File: src/mctt_pkg.sv
`timescale 1ns / 1ps
`default_nettype none
// -----------------------------------------------------------------------------
// mctt_pkg: shared types and constants for the timeout timer bank
// Field widths, command codes and the controller-to-datapath command struct.
// -----------------------------------------------------------------------------
package mctt_pkg;

  localparam int unsigned ACTION_W    = 3;
  localparam int unsigned INDEX_W     = 8;
  localparam int unsigned TICKS_W     = 32;
  localparam int unsigned MASK_W      = 16;
  localparam int unsigned NUM_TIMERS_DEF = 16;

  localparam logic [TICKS_W-1:0] COUNT_MAX = {TICKS_W{1'b1}};

  typedef enum logic [ACTION_W-1:0] {
    ACT_TICK  = 3'd0,
    ACT_START = 3'd1,
    ACT_STOP  = 3'd2,
    ACT_POLL  = 3'd3,
    ACT_QUERY = 3'd4
  } action_e;

  // Controller commands to the datapath
  typedef struct packed {
    logic load;  // capture the incoming command beat
    logic exec;  // apply the held command and load the result register
  } dp_ctrl_t;

endpackage : mctt_pkg
`default_nettype wire

File: src/mctt_cmd_if.sv
`timescale 1ns / 1ps
`default_nettype none
// -----------------------------------------------------------------------------
// mctt_cmd_if: command channel
// Valid/ready channel that carries one timer command per beat.
// -----------------------------------------------------------------------------
interface mctt_cmd_if;
  logic                         valid;
  logic                         ready;
  logic [mctt_pkg::ACTION_W-1:0] action;
  logic [mctt_pkg::INDEX_W-1:0]  timer_index;
  logic [mctt_pkg::TICKS_W-1:0]  timeout_ticks;
  logic                         auto_mode;

  modport source (
    output valid, action, timer_index, timeout_ticks, auto_mode,
    input  ready
  );

  modport sink (
    input  valid, action, timer_index, timeout_ticks, auto_mode,
    output ready
  );
endinterface : mctt_cmd_if
`default_nettype wire

File: src/mctt_rsp_if.sv
`timescale 1ns / 1ps
`default_nettype none
// -----------------------------------------------------------------------------
// mctt_rsp_if: response channel
// Valid/ready channel that carries one result beat per command.
// -----------------------------------------------------------------------------
interface mctt_rsp_if;
  logic                       valid;
  logic                       ready;
  logic                       answer;
  logic [mctt_pkg::MASK_W-1:0] expired_mask;

  modport source (
    output valid, answer, expired_mask,
    input  ready
  );

  modport sink (
    input  valid, answer, expired_mask,
    output ready
  );
endinterface : mctt_rsp_if
`default_nettype wire

File: src/mctt_ctrl.sv
`timescale 1ns / 1ps
`default_nettype none
// -----------------------------------------------------------------------------
// mctt_ctrl: command sequencer
// Two-state machine that captures a command beat, executes it once the
// result register is free, and tracks the result register's valid flag.
// -----------------------------------------------------------------------------
module mctt_ctrl (
  input  wire logic              clk_i,
  input  wire logic              rst_ni,
  input  wire logic              in_valid_i,
  output logic                   in_ready_o,
  output logic                   out_valid_o,
  input  wire logic              out_ready_i,
  output mctt_pkg::dp_ctrl_t     ctrl_o
);

  localparam logic ST_IDLE = 1'b0;
  localparam logic ST_EXEC = 1'b1;

  logic state_q, state_d;
  logic out_valid_q, out_valid_d;
  logic exec;
  logic accept;

  // Execute when a command is held and the result slot is free or draining
  assign exec       = (state_q == ST_EXEC) && (!out_valid_q || out_ready_i);
  assign in_ready_o = (state_q == ST_IDLE) || exec;
  assign accept     = in_valid_i && in_ready_o;

  assign ctrl_o.load = accept;
  assign ctrl_o.exec = exec;
  assign out_valid_o = out_valid_q;

  // Advance the state machine
  always_comb begin
    state_d = state_q;
    unique case (state_q)
      ST_IDLE: begin
        if (accept) state_d = ST_EXEC;
      end
      ST_EXEC: begin
        if (exec && !accept) state_d = ST_IDLE;
      end
      default: state_d = ST_IDLE;
    endcase
  end

  // Set the result flag on execute, drop it when the beat is taken
  always_comb begin
    out_valid_d = out_valid_q;
    if (exec) begin
      out_valid_d = 1'b1;
    end else if (out_ready_i) begin
      out_valid_d = 1'b0;
    end
  end

  always_ff @(posedge clk_i or negedge rst_ni) begin
    if (!rst_ni) begin
      state_q     <= ST_IDLE;
      out_valid_q <= 1'b0;
    end else begin
      state_q     <= state_d;
      out_valid_q <= out_valid_d;
    end
  end

  a_accept_holds_cmd: assert property (@(posedge clk_i) disable iff (!rst_ni)
    accept |=> state_q == ST_EXEC)
    else $error("accepted command not held for execution");

  a_exec_gives_result: assert property (@(posedge clk_i) disable iff (!rst_ni)
    exec |=> out_valid_q)
    else $error("executed command produced no result beat");

  a_no_exec_over_result: assert property (@(posedge clk_i) disable iff (!rst_ni)
    (out_valid_q && !out_ready_i) |-> !exec)
    else $error("result beat overwritten before it was taken");

endmodule : mctt_ctrl
`default_nettype wire

File: src/mctt_datapath.sv
`timescale 1ns / 1ps
`default_nettype none
// -----------------------------------------------------------------------------
// mctt_datapath: timer lanes and result register
// Holds the captured command, one counter/limit/mode/running lane per timer,
// and the registered answer and expiry mask.
// -----------------------------------------------------------------------------
module mctt_datapath #(
  parameter int unsigned NumTimers = mctt_pkg::NUM_TIMERS_DEF
) (
  input  wire logic                          clk_i,
  input  wire logic                          rst_ni,
  input  wire mctt_pkg::dp_ctrl_t            ctrl_i,
  input  wire logic [mctt_pkg::ACTION_W-1:0] action_i,
  input  wire logic [mctt_pkg::INDEX_W-1:0]  timer_index_i,
  input  wire logic [mctt_pkg::TICKS_W-1:0]  timeout_ticks_i,
  input  wire logic                          auto_mode_i,
  output logic                               answer_o,
  output logic [mctt_pkg::MASK_W-1:0]        expired_mask_o
);

  localparam int unsigned MaskW  = mctt_pkg::MASK_W;
  localparam int unsigned TicksW = mctt_pkg::TICKS_W;
  localparam int unsigned IndexW = mctt_pkg::INDEX_W;

  // Captured command
  mctt_pkg::action_e   action_q;
  logic [IndexW-1:0]   timer_index_q;
  logic [TicksW-1:0]   timeout_ticks_q;
  logic                auto_mode_q;

  // Timer lanes
  logic [NumTimers-1:0] running_q;
  logic [NumTimers-1:0] mode_q;
  logic [TicksW-1:0]    count_q [NumTimers];
  logic [TicksW-1:0]    limit_q [NumTimers];

  logic [TicksW-1:0]    count_inc [NumTimers];
  logic [NumTimers-1:0] over;
  logic [NumTimers-1:0] fire;
  logic [NumTimers-1:0] hit;
  logic                 idx_ok;

  logic                 answer_q, answer_d;
  logic [MaskW-1:0]     mask_q, mask_d;

  // Hold the command beat
  always_ff @(posedge clk_i) begin
    if (ctrl_i.load) begin
      action_q        <= mctt_pkg::action_e'(action_i);
      timer_index_q   <= timer_index_i;
      timeout_ticks_q <= timeout_ticks_i;
      auto_mode_q     <= auto_mode_i;
    end
  end

  assign idx_ok = {1'b0, timer_index_q} < (IndexW + 1)'(NumTimers);

  // Per-lane saturating increment, expiry compares and address decode
  always_comb begin
    for (int t = 0; t < NumTimers; t++) begin
      count_inc[t] = (count_q[t] == mctt_pkg::COUNT_MAX) ? count_q[t]
                                                         : count_q[t] + TicksW'(1);
      over[t]      = count_q[t] > limit_q[t];
      fire[t]      = running_q[t] && mode_q[t] && (count_inc[t] > limit_q[t]);
      hit[t]       = idx_ok && (timer_index_q == IndexW'(t));
    end
  end

  // Only the low timers have a bit in the expiry mask
  for (genvar i = 0; i < MaskW; i++) begin : g_mask
    if (i < NumTimers) begin : g_bit
      assign mask_d[i] = (action_q == mctt_pkg::ACT_TICK) && fire[i];
    end else begin : g_zero
      assign mask_d[i] = 1'b0;
    end
  end

  // Form the answer bit
  always_comb begin
    case (action_q)
      mctt_pkg::ACT_POLL:  answer_d = |(hit & running_q & over);
      mctt_pkg::ACT_QUERY: answer_d = |(hit & running_q);
      default:             answer_d = 1'b0;
    endcase
  end

  // Update the timer lanes
  always_ff @(posedge clk_i or negedge rst_ni) begin
    if (!rst_ni) begin
      running_q <= '0;
      mode_q    <= '0;
      for (int t = 0; t < NumTimers; t++) begin
        count_q[t] <= '0;
        limit_q[t] <= '0;
      end
    end else if (ctrl_i.exec) begin
      for (int t = 0; t < NumTimers; t++) begin
        case (action_q)
          mctt_pkg::ACT_TICK: begin
            if (running_q[t]) count_q[t] <= count_inc[t];
            if (fire[t]) running_q[t] <= 1'b0;
          end
          mctt_pkg::ACT_START: begin
            if (hit[t]) begin
              count_q[t]   <= '0;
              limit_q[t]   <= timeout_ticks_q;
              mode_q[t]    <= auto_mode_q;
              running_q[t] <= 1'b1;
            end
          end
          mctt_pkg::ACT_STOP: begin
            if (hit[t]) begin
              count_q[t]   <= '0;
              limit_q[t]   <= '0;
              running_q[t] <= 1'b0;
            end
          end
          mctt_pkg::ACT_POLL: begin
            if (hit[t] && running_q[t] && over[t]) running_q[t] <= 1'b0;
          end
          default: ;
        endcase
      end
    end
  end

  // Load the result register
  always_ff @(posedge clk_i) begin
    if (ctrl_i.exec) begin
      answer_q <= answer_d;
      mask_q   <= mask_d;
    end
  end

  assign answer_o       = answer_q;
  assign expired_mask_o = mask_q;

  a_mask_only_on_tick: assert property (@(posedge clk_i) disable iff (!rst_ni)
    (ctrl_i.exec && action_q != mctt_pkg::ACT_TICK) |=> mask_q == '0)
    else $error("expiry mask set by a non-tick command");

  a_tick_starts_nothing: assert property (@(posedge clk_i) disable iff (!rst_ni)
    (ctrl_i.exec && action_q == mctt_pkg::ACT_TICK)
      |=> (running_q & ~$past(running_q)) == '0)
    else $error("tick set a running bit");

  a_poll_halts_one: assert property (@(posedge clk_i) disable iff (!rst_ni)
    (ctrl_i.exec && action_q == mctt_pkg::ACT_POLL && answer_d)
      |=> $countones(running_q) == $countones($past(running_q)) - 1)
    else $error("expired poll did not halt exactly one timer");

endmodule : mctt_datapath
`default_nettype wire

File: src/multi_channel_timeout_timer_bank_unit.sv
`timescale 1ns / 1ps
`default_nettype none
// Flow: an accepted command beat is held until the result register is free or
//   draining, then executed into it; the result beat stays valid until taken.
// Throughput: one command per cycle while results are taken; every timer lane
//   updates in parallel, so a tick executes like any other command.
// Reset: all timers halted with zero count, limit and mode; no result pending.
// -----------------------------------------------------------------------------
// multi_channel_timeout_timer_bank_unit: bank of one-shot timeout timers
// Commands tick, start, stop, poll or query the timers; each returns one
// result beat with an answer bit and a per-timer expiry mask.
// -----------------------------------------------------------------------------
module multi_channel_timeout_timer_bank_unit #(
  parameter int unsigned NumTimers = mctt_pkg::NUM_TIMERS_DEF
) (
  input  wire logic   clk_i,
  input  wire logic   rst_ni,
  mctt_cmd_if.sink    in_i,
  mctt_rsp_if.source  out_o
);

  mctt_pkg::dp_ctrl_t dp_ctrl;

  mctt_ctrl u_ctrl (
    .clk_i       (clk_i),
    .rst_ni      (rst_ni),
    .in_valid_i  (in_i.valid),
    .in_ready_o  (in_i.ready),
    .out_valid_o (out_o.valid),
    .out_ready_i (out_o.ready),
    .ctrl_o      (dp_ctrl)
  );

  mctt_datapath #(
    .NumTimers (NumTimers)
  ) u_datapath (
    .clk_i           (clk_i),
    .rst_ni          (rst_ni),
    .ctrl_i          (dp_ctrl),
    .action_i        (in_i.action),
    .timer_index_i   (in_i.timer_index),
    .timeout_ticks_i (in_i.timeout_ticks),
    .auto_mode_i     (in_i.auto_mode),
    .answer_o        (out_o.answer),
    .expired_mask_o  (out_o.expired_mask)
  );

endmodule : multi_channel_timeout_timer_bank_unit
`default_nettype wire

File: src/flat_wrapper.sv
// flat-port wrapper written by rule: the top's interface ports become plain ports
module multi_channel_timeout_timer_bank_unit_flat 
#(
  parameter int unsigned NumTimers = mctt_pkg::NUM_TIMERS_DEF
)
  (clk_i, rst_ni, in_i_valid, in_i_action, in_i_timer_index, in_i_timeout_ticks, in_i_auto_mode, in_i_ready, out_o_valid, out_o_answer, out_o_expired_mask, out_o_ready);
  mctt_cmd_if in_i_i ();
  mctt_rsp_if out_o_i ();
  input  wire logic clk_i;
  input  wire logic rst_ni;
  input wire logic [$bits(in_i_i.valid)-1:0] in_i_valid;
  input wire logic [$bits(in_i_i.action)-1:0] in_i_action;
  input wire logic [$bits(in_i_i.timer_index)-1:0] in_i_timer_index;
  input wire logic [$bits(in_i_i.timeout_ticks)-1:0] in_i_timeout_ticks;
  input wire logic [$bits(in_i_i.auto_mode)-1:0] in_i_auto_mode;
  output wire logic [$bits(in_i_i.ready)-1:0] in_i_ready;
  output wire logic [$bits(out_o_i.valid)-1:0] out_o_valid;
  output wire logic [$bits(out_o_i.answer)-1:0] out_o_answer;
  output wire logic [$bits(out_o_i.expired_mask)-1:0] out_o_expired_mask;
  input wire logic [$bits(out_o_i.ready)-1:0] out_o_ready;
  assign in_i_i.valid = in_i_valid;
  assign in_i_i.action = in_i_action;
  assign in_i_i.timer_index = in_i_timer_index;
  assign in_i_i.timeout_ticks = in_i_timeout_ticks;
  assign in_i_i.auto_mode = in_i_auto_mode;
  assign in_i_ready = in_i_i.ready;
  assign out_o_valid = out_o_i.valid;
  assign out_o_answer = out_o_i.answer;
  assign out_o_expired_mask = out_o_i.expired_mask;
  assign out_o_i.ready = out_o_ready;
  multi_channel_timeout_timer_bank_unit #(.NumTimers(NumTimers)) u_core (.clk_i(clk_i), .rst_ni(rst_ni), .in_i(in_i_i), .out_o(out_o_i));
endmodule
File: config.mk
export PLATFORM = sky130hd
export DESIGN_NAME = multi_channel_timeout_timer_bank_unit_flat
export DESIGN_NICKNAME = d
export VERILOG_FILES = /design/src/mctt_pkg.sv /design/src/mctt_cmd_if.sv /design/src/mctt_rsp_if.sv /design/src/mctt_ctrl.sv /design/src/mctt_datapath.sv /design/src/multi_channel_timeout_timer_bank_unit.sv /design/src/flat_wrapper.sv
export SDC_FILE = /design/constraint.sdc
export NUM_CORES = 2
export LEC_CHECK = 0
export BUFFER_PORTS_ARGS = -buffer_cell sky130_fd_sc_hd__buf_2
export CORE_ASPECT_RATIO = 1.5
export CORE_MARGIN = 2
export CORE_UTILIZATION = 50
export DETAILED_ROUTE_END_ITERATION = 16
export PLACE_DENSITY_LB_ADDON = 0.15
export SLEW_MARGIN = 15
export SYNTH_ARGS = -nofsm -noshare
export SYNTH_HDL_FRONTEND = slang
export SYNTH_SLANG_ARGS = --single-unit
export TNS_END_PERCENT = 20
File: constraint.sdc
create_clock -name clk_i -period 4.05 [get_ports clk_i]
set_clock_uncertainty 0.15 [all_clocks]
set_input_delay 1.0125 -clock clk_i [delete_from_list [all_inputs] [get_ports clk_i]]
set_output_delay 1.0125 -clock clk_i [all_outputs]
set_load 0.02 [all_outputs]
# Word level (Yosys, flattened, before mapping)

Index checks and enable logic that the tools add are counted.

Output and inout port bits: 19
Register bits after elaboration: 1119
Logic and storage cells: 613

Eq/ne operators: 131
Bitwise operators: 3
Add/subtract/negate cells: 16
Order comparisons: 33
Reductions and logical operators: 176
Multiplexer cells: 182

Operator list:

| operator                | count |
|---|---|
| $mux W32                | 64 |
| $pmux W32 S2            | 32 |
| $gt A32 B32 Y1          | 32 |
| $add A32 B1 Y32 const B | 16 |
| $eq A32 B32 Y1 const B  | 16 |
| $ne A2 B2 Y1 const B    | 80 |
| $reduce_and A4 Y1       | 32 |
| $logic_and A1 B1 Y1     | 99 |
| $reduce_and A6 Y1       | 16 |
| $mux W1                 | 68 |
| $eq A8 B4 Y1 const B    | 8 |
| $pmux W1 S4             | 16 |
| $reduce_and A3 Y1       | 16 |
| $and A16 B16 Y16        | 2 |
| $eq A8 B3 Y1 const B    | 4 |
| $ne A2 B1 Y1 const B    | 16 |
| $reduce_or A16 Y1       | 2 |
| $eq A8 B2 Y1 const B    | 2 |
| $eq A8 B1 Y1 const B    | 1 |
| $logic_not A8 Y1        | 1 |
| $lt A8 B5 Y1 const B    | 1 |
| $eq A3 B2 Y1 const B    | 2 |
| $reduce_bool A2 Y1      | 3 |
| $pmux W1 S2             | 2 |
| 8 further kinds         | 10 |

# Logic depth before layout (Yosys ltp)

Depth in word-level cells: 9
Depth in mapped cells: 21
Depth with buffers taken out: 19

# Cells and area by module

A second synthesis with hierarchy kept.

Cell total of the unflattened synthesis: 8914
Area total of the unflattened synthesis: 78471.5 µm²

By module, submodules not included:

| module        | cells an instance | area each (µm²) | instances | sequential area each (µm²) |
|---|---|---|---|---|
| mctt_datapath | 8904              | 78352.6         | 1         | 28257.1 |
| mctt_ctrl     | 10                | 118.9           | 1         | 50.0 |

# Least setup slack after synthesis

OpenSTA, ideal clock, no wires.

Path type: reg2reg
Start: reg u_core.u_datapath.count_q[431] (netlist name)
End: reg u_core.u_datapath.running_q[2]
Stages on the path, launching flop included: 17
Data arrival time: 4200 ps
Data required time: 3775 ps
Slack: -425 ps
Buffers on the path: 0
Cells stage by stage: dfrtp_1 > nand4_1 > nor4_1 > nand4_1 > and3_1 > nor3b_1 > and3_1 > xor2_1 > ha_1 > nand4_1 > or4_1 > or4_1 > nand3_1 > o21bai_1 > a21oi_1 > o21ai_0 > mux2_2

Cells in the longest elaborated chain, start to end: 6
Elaborated cells between the ends (all ways): 10
Those cells by class: 1 x add/sub; 2 x order compare; 3 x eq/ne; 1 x mux; 3 x reduce/logical

RTL lines:

| what                                                     | line                                     | text |
|---|---|---|
| from (decl)                                              | mctt_datapath.sv:35                      | `logic [TicksW-1:0] count_q [NumTimers];` |
| from (signal, indexed assignment)                        | mctt_datapath.sv:101                     | `if (running_q[t]) count_q[t] <= count_inc[t];` |
| $add A32 B1 Y32 / $eq A32 B32 Y1 (equally long branches) | mctt_datapath.sv:63, mctt_datapath.sv:62 |  |
| $mux W32                                                 | mctt_datapath.sv:62                      | `count_inc[t] = (count_q[t] == mctt_pkg::COUNT_MAX) ? count_q[t]` |
| $gt A32 B32 Y1                                           | mctt_datapath.sv:65                      | `fire[t] = running_q[t] && mode_q[t] && (count_inc[t] > limit_q[t]);` |
| $logic_and A1 B1 Y1                                      | mctt_datapath.sv:65                      |  |
| $ne A2 B2 Y1 (no line)                                   | -                                        |  |
| $reduce_and A6 Y1 (no line) (*)                          | -                                        |  |
| to (signal assigned)                                     | mctt_datapath.sv:91                      | `running_q <= '0;` |
| to (signal, indexed assignment)                          | mctt_datapath.sv:102                     | `if (fire[t]) running_q[t] <= 1'b0;` |
| to (signal, indexed assignment)                          | mctt_datapath.sv:109                     | `running_q[t] <= 1'b1;` |
| to (decl)                                                | mctt_datapath.sv:33                      | `logic [NumTimers-1:0] running_q;` |

Every way passes the cells marked *; elsewhere a longest branch is shown, timed or not.
A chain may end at the register's enable or synchronous reset.

# Worst setup path in the final report

Start: reg u_core.u_datapath.count_q[433] (netlist name)
End: reg u_core.u_datapath.running_q[2]

The elaborated chain is that of the path after synthesis.

==> impl_metrics.toml <==
[global_route]
antenna_found_initial = 34
grt_max_degree = 97
grt_pass1_vias = 73030
grt_util_all_layers_pct = 33.56
gr-total-overflow = 0
grt_pass1_wl_um = 416500

[drt]
top_layer = "met5"
dr_wl_met3_um = 17270
drt-wirelength-per-cell_um = 22.07
num_vias = 72390
vias_per_cell = 5.954
routed_wl_um = 268300
wl_met2_um = 128300
wl_met1_um = 104700
postRouteAntennaNets = 0
drtPass1Iterations = 5
drt_iter0_drc = 5207
drc = 0

[critical_path]
regToRegEndpoint = "u_core.u_datapath.running_q[2]$_DFFE_PN0P_"
crit_path_max_fanout = 5
crit_path_end_kind = "flop"
critPathLaunchType = "flop"
required_ns = 4.56
rr_startpoint = "u_core.u_datapath.count_q[433]$_DFFE_PN0P_"
worstRegToRegCells = 16
regToRegSetupSlack_ns = -0.21
critPathKind = "reg -> reg"
arrival_ns = 4.77

[run]
cap_violations = 0

[cells_and_area]
nets = 11070
drive_gt1_share_pct = 19.03
fin_cells = 12160
fin_util_pct = 61.30
area_delta_synth_final_pct = 21.91

[logic_synthesis]
synth_warnings = 0
synth_seq_area_share_pct = 36.37
synth_area_um2 = 77840
synthArstFlopShare_pct = 94.55
synth_top_area_cell = "dfrtp_1"
synthCells = 8842
syn_area_per_cell_um2 = 8.803
ys_seq_elements = 1119
synthFlopType = "dfrtp_1"
ys_types = 94
syn-num-nets = 9930
yosysTopAreaCellShare_pct = 34.01
synth_area_leaders = "dfrtp_1, ha_1, o21ai_0, nand2_1, a21o_1"
synth_edf_count = 61

[floorplan]
start_util_pct = 50.28
die_w_um = 326.2
rows = 177
ioPinCount = 67
core_area_um2 = 154800
die_y_um = 487.2
dieArea_um2 = 158900

[run_status]
status = "finished, violations left"
violations = "negative setup slack"

[timing]
finalSetupViolations = 10
fin_crit_ns = 4.258
whs_ns = 0.05280
fin_crit_sh_pct = 105.1
fmax_mhz = 234.9
tns_ns = -0.8826
drv_slew = 0
relSlewSlack_pct = 17.28
fin_ws_ns = -0.2079
rsz0062_at_grt = "yes"
hold_violations = 0
worst_slew_pin_slew_ns = 1.236

[power]
irDropWorstVdd_uv = 375.6
power_density_nw_per_um2 = 322.1
leakage_nw = 47.63

[clock_network]
cts_made_buffers = 118
cts.path.max_buffers = 3
h-tree-depth = 3
root_buffer = "clkbuf_16"
cts_tree = "done"
clock_latency_ns = 0.78
clk_pin_slew_worst_paths_ns = 0.07
cts_sinks = 1119

[placement]
gp_congestion = 0.9639
place_hpwl_um = 195400
io_buffers = 66
place_inst = 11880
post-place-ws_ns = -0.6248

[worst_hold_path]
hold_class = "in -> async"
## registers in the layout (all words and copies together) (netlist names)
| register | count |
|---|---|
| u_core.u_datapath.count_q | 512 |
| u_core.u_datapath.limit_q | 512 |
| u_core.u_datapath.timeout_ticks_q | 32 |
| u_core.u_datapath.expired_mask_o | 16 |
| u_core.u_datapath.mode_q | 16 |
| u_core.u_datapath.running_q | 16 |
| u_core.u_datapath.timer_index_q | 8 |
| u_core.u_datapath.action_q | 3 |
| u_core.u_ctrl.out_valid_o | 1 |
| u_core.u_ctrl.state_q | 1 |
| u_core.u_datapath.answer_o | 1 |
| u_core.u_datapath.auto_mode_q | 1 |
## final cells by class
cell class                 count  area [µm²]
antenna                       16       40.04
clock buffer                 160        3387
clock inverter                61       840.8
fill                       13470       59910
inverter                     557        2091
multi-input combinational   6834       47370
sequential                  1119       28310
tap                         2058        2575
timing repair buffer        1353       10280
## cells in the mapped netlist (9+ instances only)
| master | n |
|---|---|
| inv_1 | 557 |
| buf_2 | 38 |
| ha_1 | 1040 |
| o211ai_1 | 21 |
| or2_2 | 21 |
| xor2_1 | 248 |
| a21boi_0 | 9 |
| a21o_1 | 325 |
| o21a_1 | 29 |
| nand2b_1 | 26 |
| nor3b_1 | 11 |
| nor3_1 | 100 |
| a21oi_1 | 426 |
| nand3_1 | 217 |
| nand4_1 | 317 |
| o41ai_1 | 15 |
| or3_1 | 29 |
| or4_1 | 13 |
| nor4_1 | 59 |
| and4_1 | 77 |
| dfrtp_1 | 1058 |
| a22o_1 | 163 |
| and2_1 | 53 |
| edfxtp_1 | 61 |
| o22ai_1 | 11 |
| xnor2_1 | 241 |
| a221o_1 | 12 |
| clkbuf_1 | 279 |
| o31ai_1 | 130 |
| nor2_1 | 436 |
| o21ai_1 | 20 |
| a2111oi_0 | 10 |
| nand2_1 | 1248 |
| o21ai_0 | 1059 |
| nor2b_1 | 48 |
| a31oi_1 | 58 |
| o221ai_1 | 10 |
| a211oi_1 | 24 |
| and3_1 | 173 |
| mux2_2 | 31 |
## worst max-delay path, stage by stage (launching register included)
cell and delay [ns]:
dfrtp_1 0.34, nand4_1 0.27, nor4_4 0.38, nand4_1 0.19
and3_4 0.22, nor3b_4 0.16, and3_4 0.17, xor2_1 0.14
ha_1 0.29, nand4_1 0.15, or4_4 0.48, or4_1 0.42
nand3_1 0.09, o21bai_2 0.14, a21oi_1 0.08, o21ai_1 0.12
mux2_2 0.35
## where the power goes
group | leakage [nW] | total [mW] | internal (mW) | switching [mW]
clock network | 2.06 | 12.1 | 7.06 | 5.00
registers | 15.3 | 11.9 | 11.6 | 0.282
logic | 30.3 | 6.59 | 2.71 | 3.88
total | 47.6 | 30.6 | 21.4 | 9.17
## metrics by stage
step                instance area (µm²)  power, mW
floorplan                         77920      15.59
global placement                  89340      18.22
detailed placement                89340      18.39
CTS                               94010      30.53
global route                      94860      31.80
finish                            94890      30.56
## per-layer routing
layer	vias up	global-route usage (%)
met4	12	20.18
met3	724	5.157
met2	2339	57.18
met1	35310	39.87
li1	34000	-
met5	-	0
## what timing repair did
| item | CTS | global route |
|---|---|---|
| pin swaps | 41 | 99 |
| hold buffers | 0 | 0 |
| buffers inserted | 7 | 37 |
| endpoints found under the setup margin | 30 | 33 |
| gates resized for setup | 103 | 134 |
## logic make-up (layout without fill, tap and decap cells)
group                      count (synthesis)  after routing  synth area share, %
and+or+nand+nor                         2897           2897                18.09
AOI/OAI and AO/OA                       2375           2375                18.40
DFF                                     1119           1119                36.37
adders and majority gates               1040           1040                16.72
buffers and inverters                    889           2131                4.436
xor gates and xnor gates                 490            490                5.523
muxes                                     32             32               0.4613
other                                      0             16                    0
## cells in the final DEF, fill, tap and decap left out, types with 204 or more instances in the layout
cell type / instances
nand2_1: 1206
o21ai_0: 1031
inv_1: 557
xor2_1: 245
a21o_1: 325
nand3_1: 204
a21oi_1: 404
nor2_1: 405
buf_4: 1263
xnor2_1: 239
ha_1: 1035
dfrtp_1: 1058
nand4_1: 317
## worst max-delay path by stage
stage / startpoint / endpoint / slack, ns / cells after the start
2_1_floorplan: u_core.u_datapath.count_q[439]$_DFFE_PN0P_ / u_core.u_datapath.running_q[2]$_DFFE_PN0P_ / -0.05 / 16
3_3_place_gp: u_core.u_datapath.count_q[128]$_DFFE_PN0P_ / u_core.u_datapath.running_q[11]$_DFFE_PN0P_ / -0.65 / 16
6_report: u_core.u_datapath.count_q[433]$_DFFE_PN0P_ / u_core.u_datapath.running_q[2]$_DFFE_PN0P_ / -0.21 / 16
4_1_cts: u_core.u_datapath.count_q[228]$_DFFE_PN0P_ / u_core.u_datapath.running_q[8]$_DFFE_PN0P_ / -0.19 / 17
3_5_place_dp: u_core.u_datapath.count_q[128]$_DFFE_PN0P_ / u_core.u_datapath.running_q[11]$_DFFE_PN0P_ / -0.62 / 16
5_1_grt: u_core.u_datapath.count_q[239]$_DFFE_PN0P_ / u_core.u_datapath.running_q[8]$_DFFE_PN0P_ / -0.36 / 17
No activity file was read; power rests on OpenSTA's default activity.
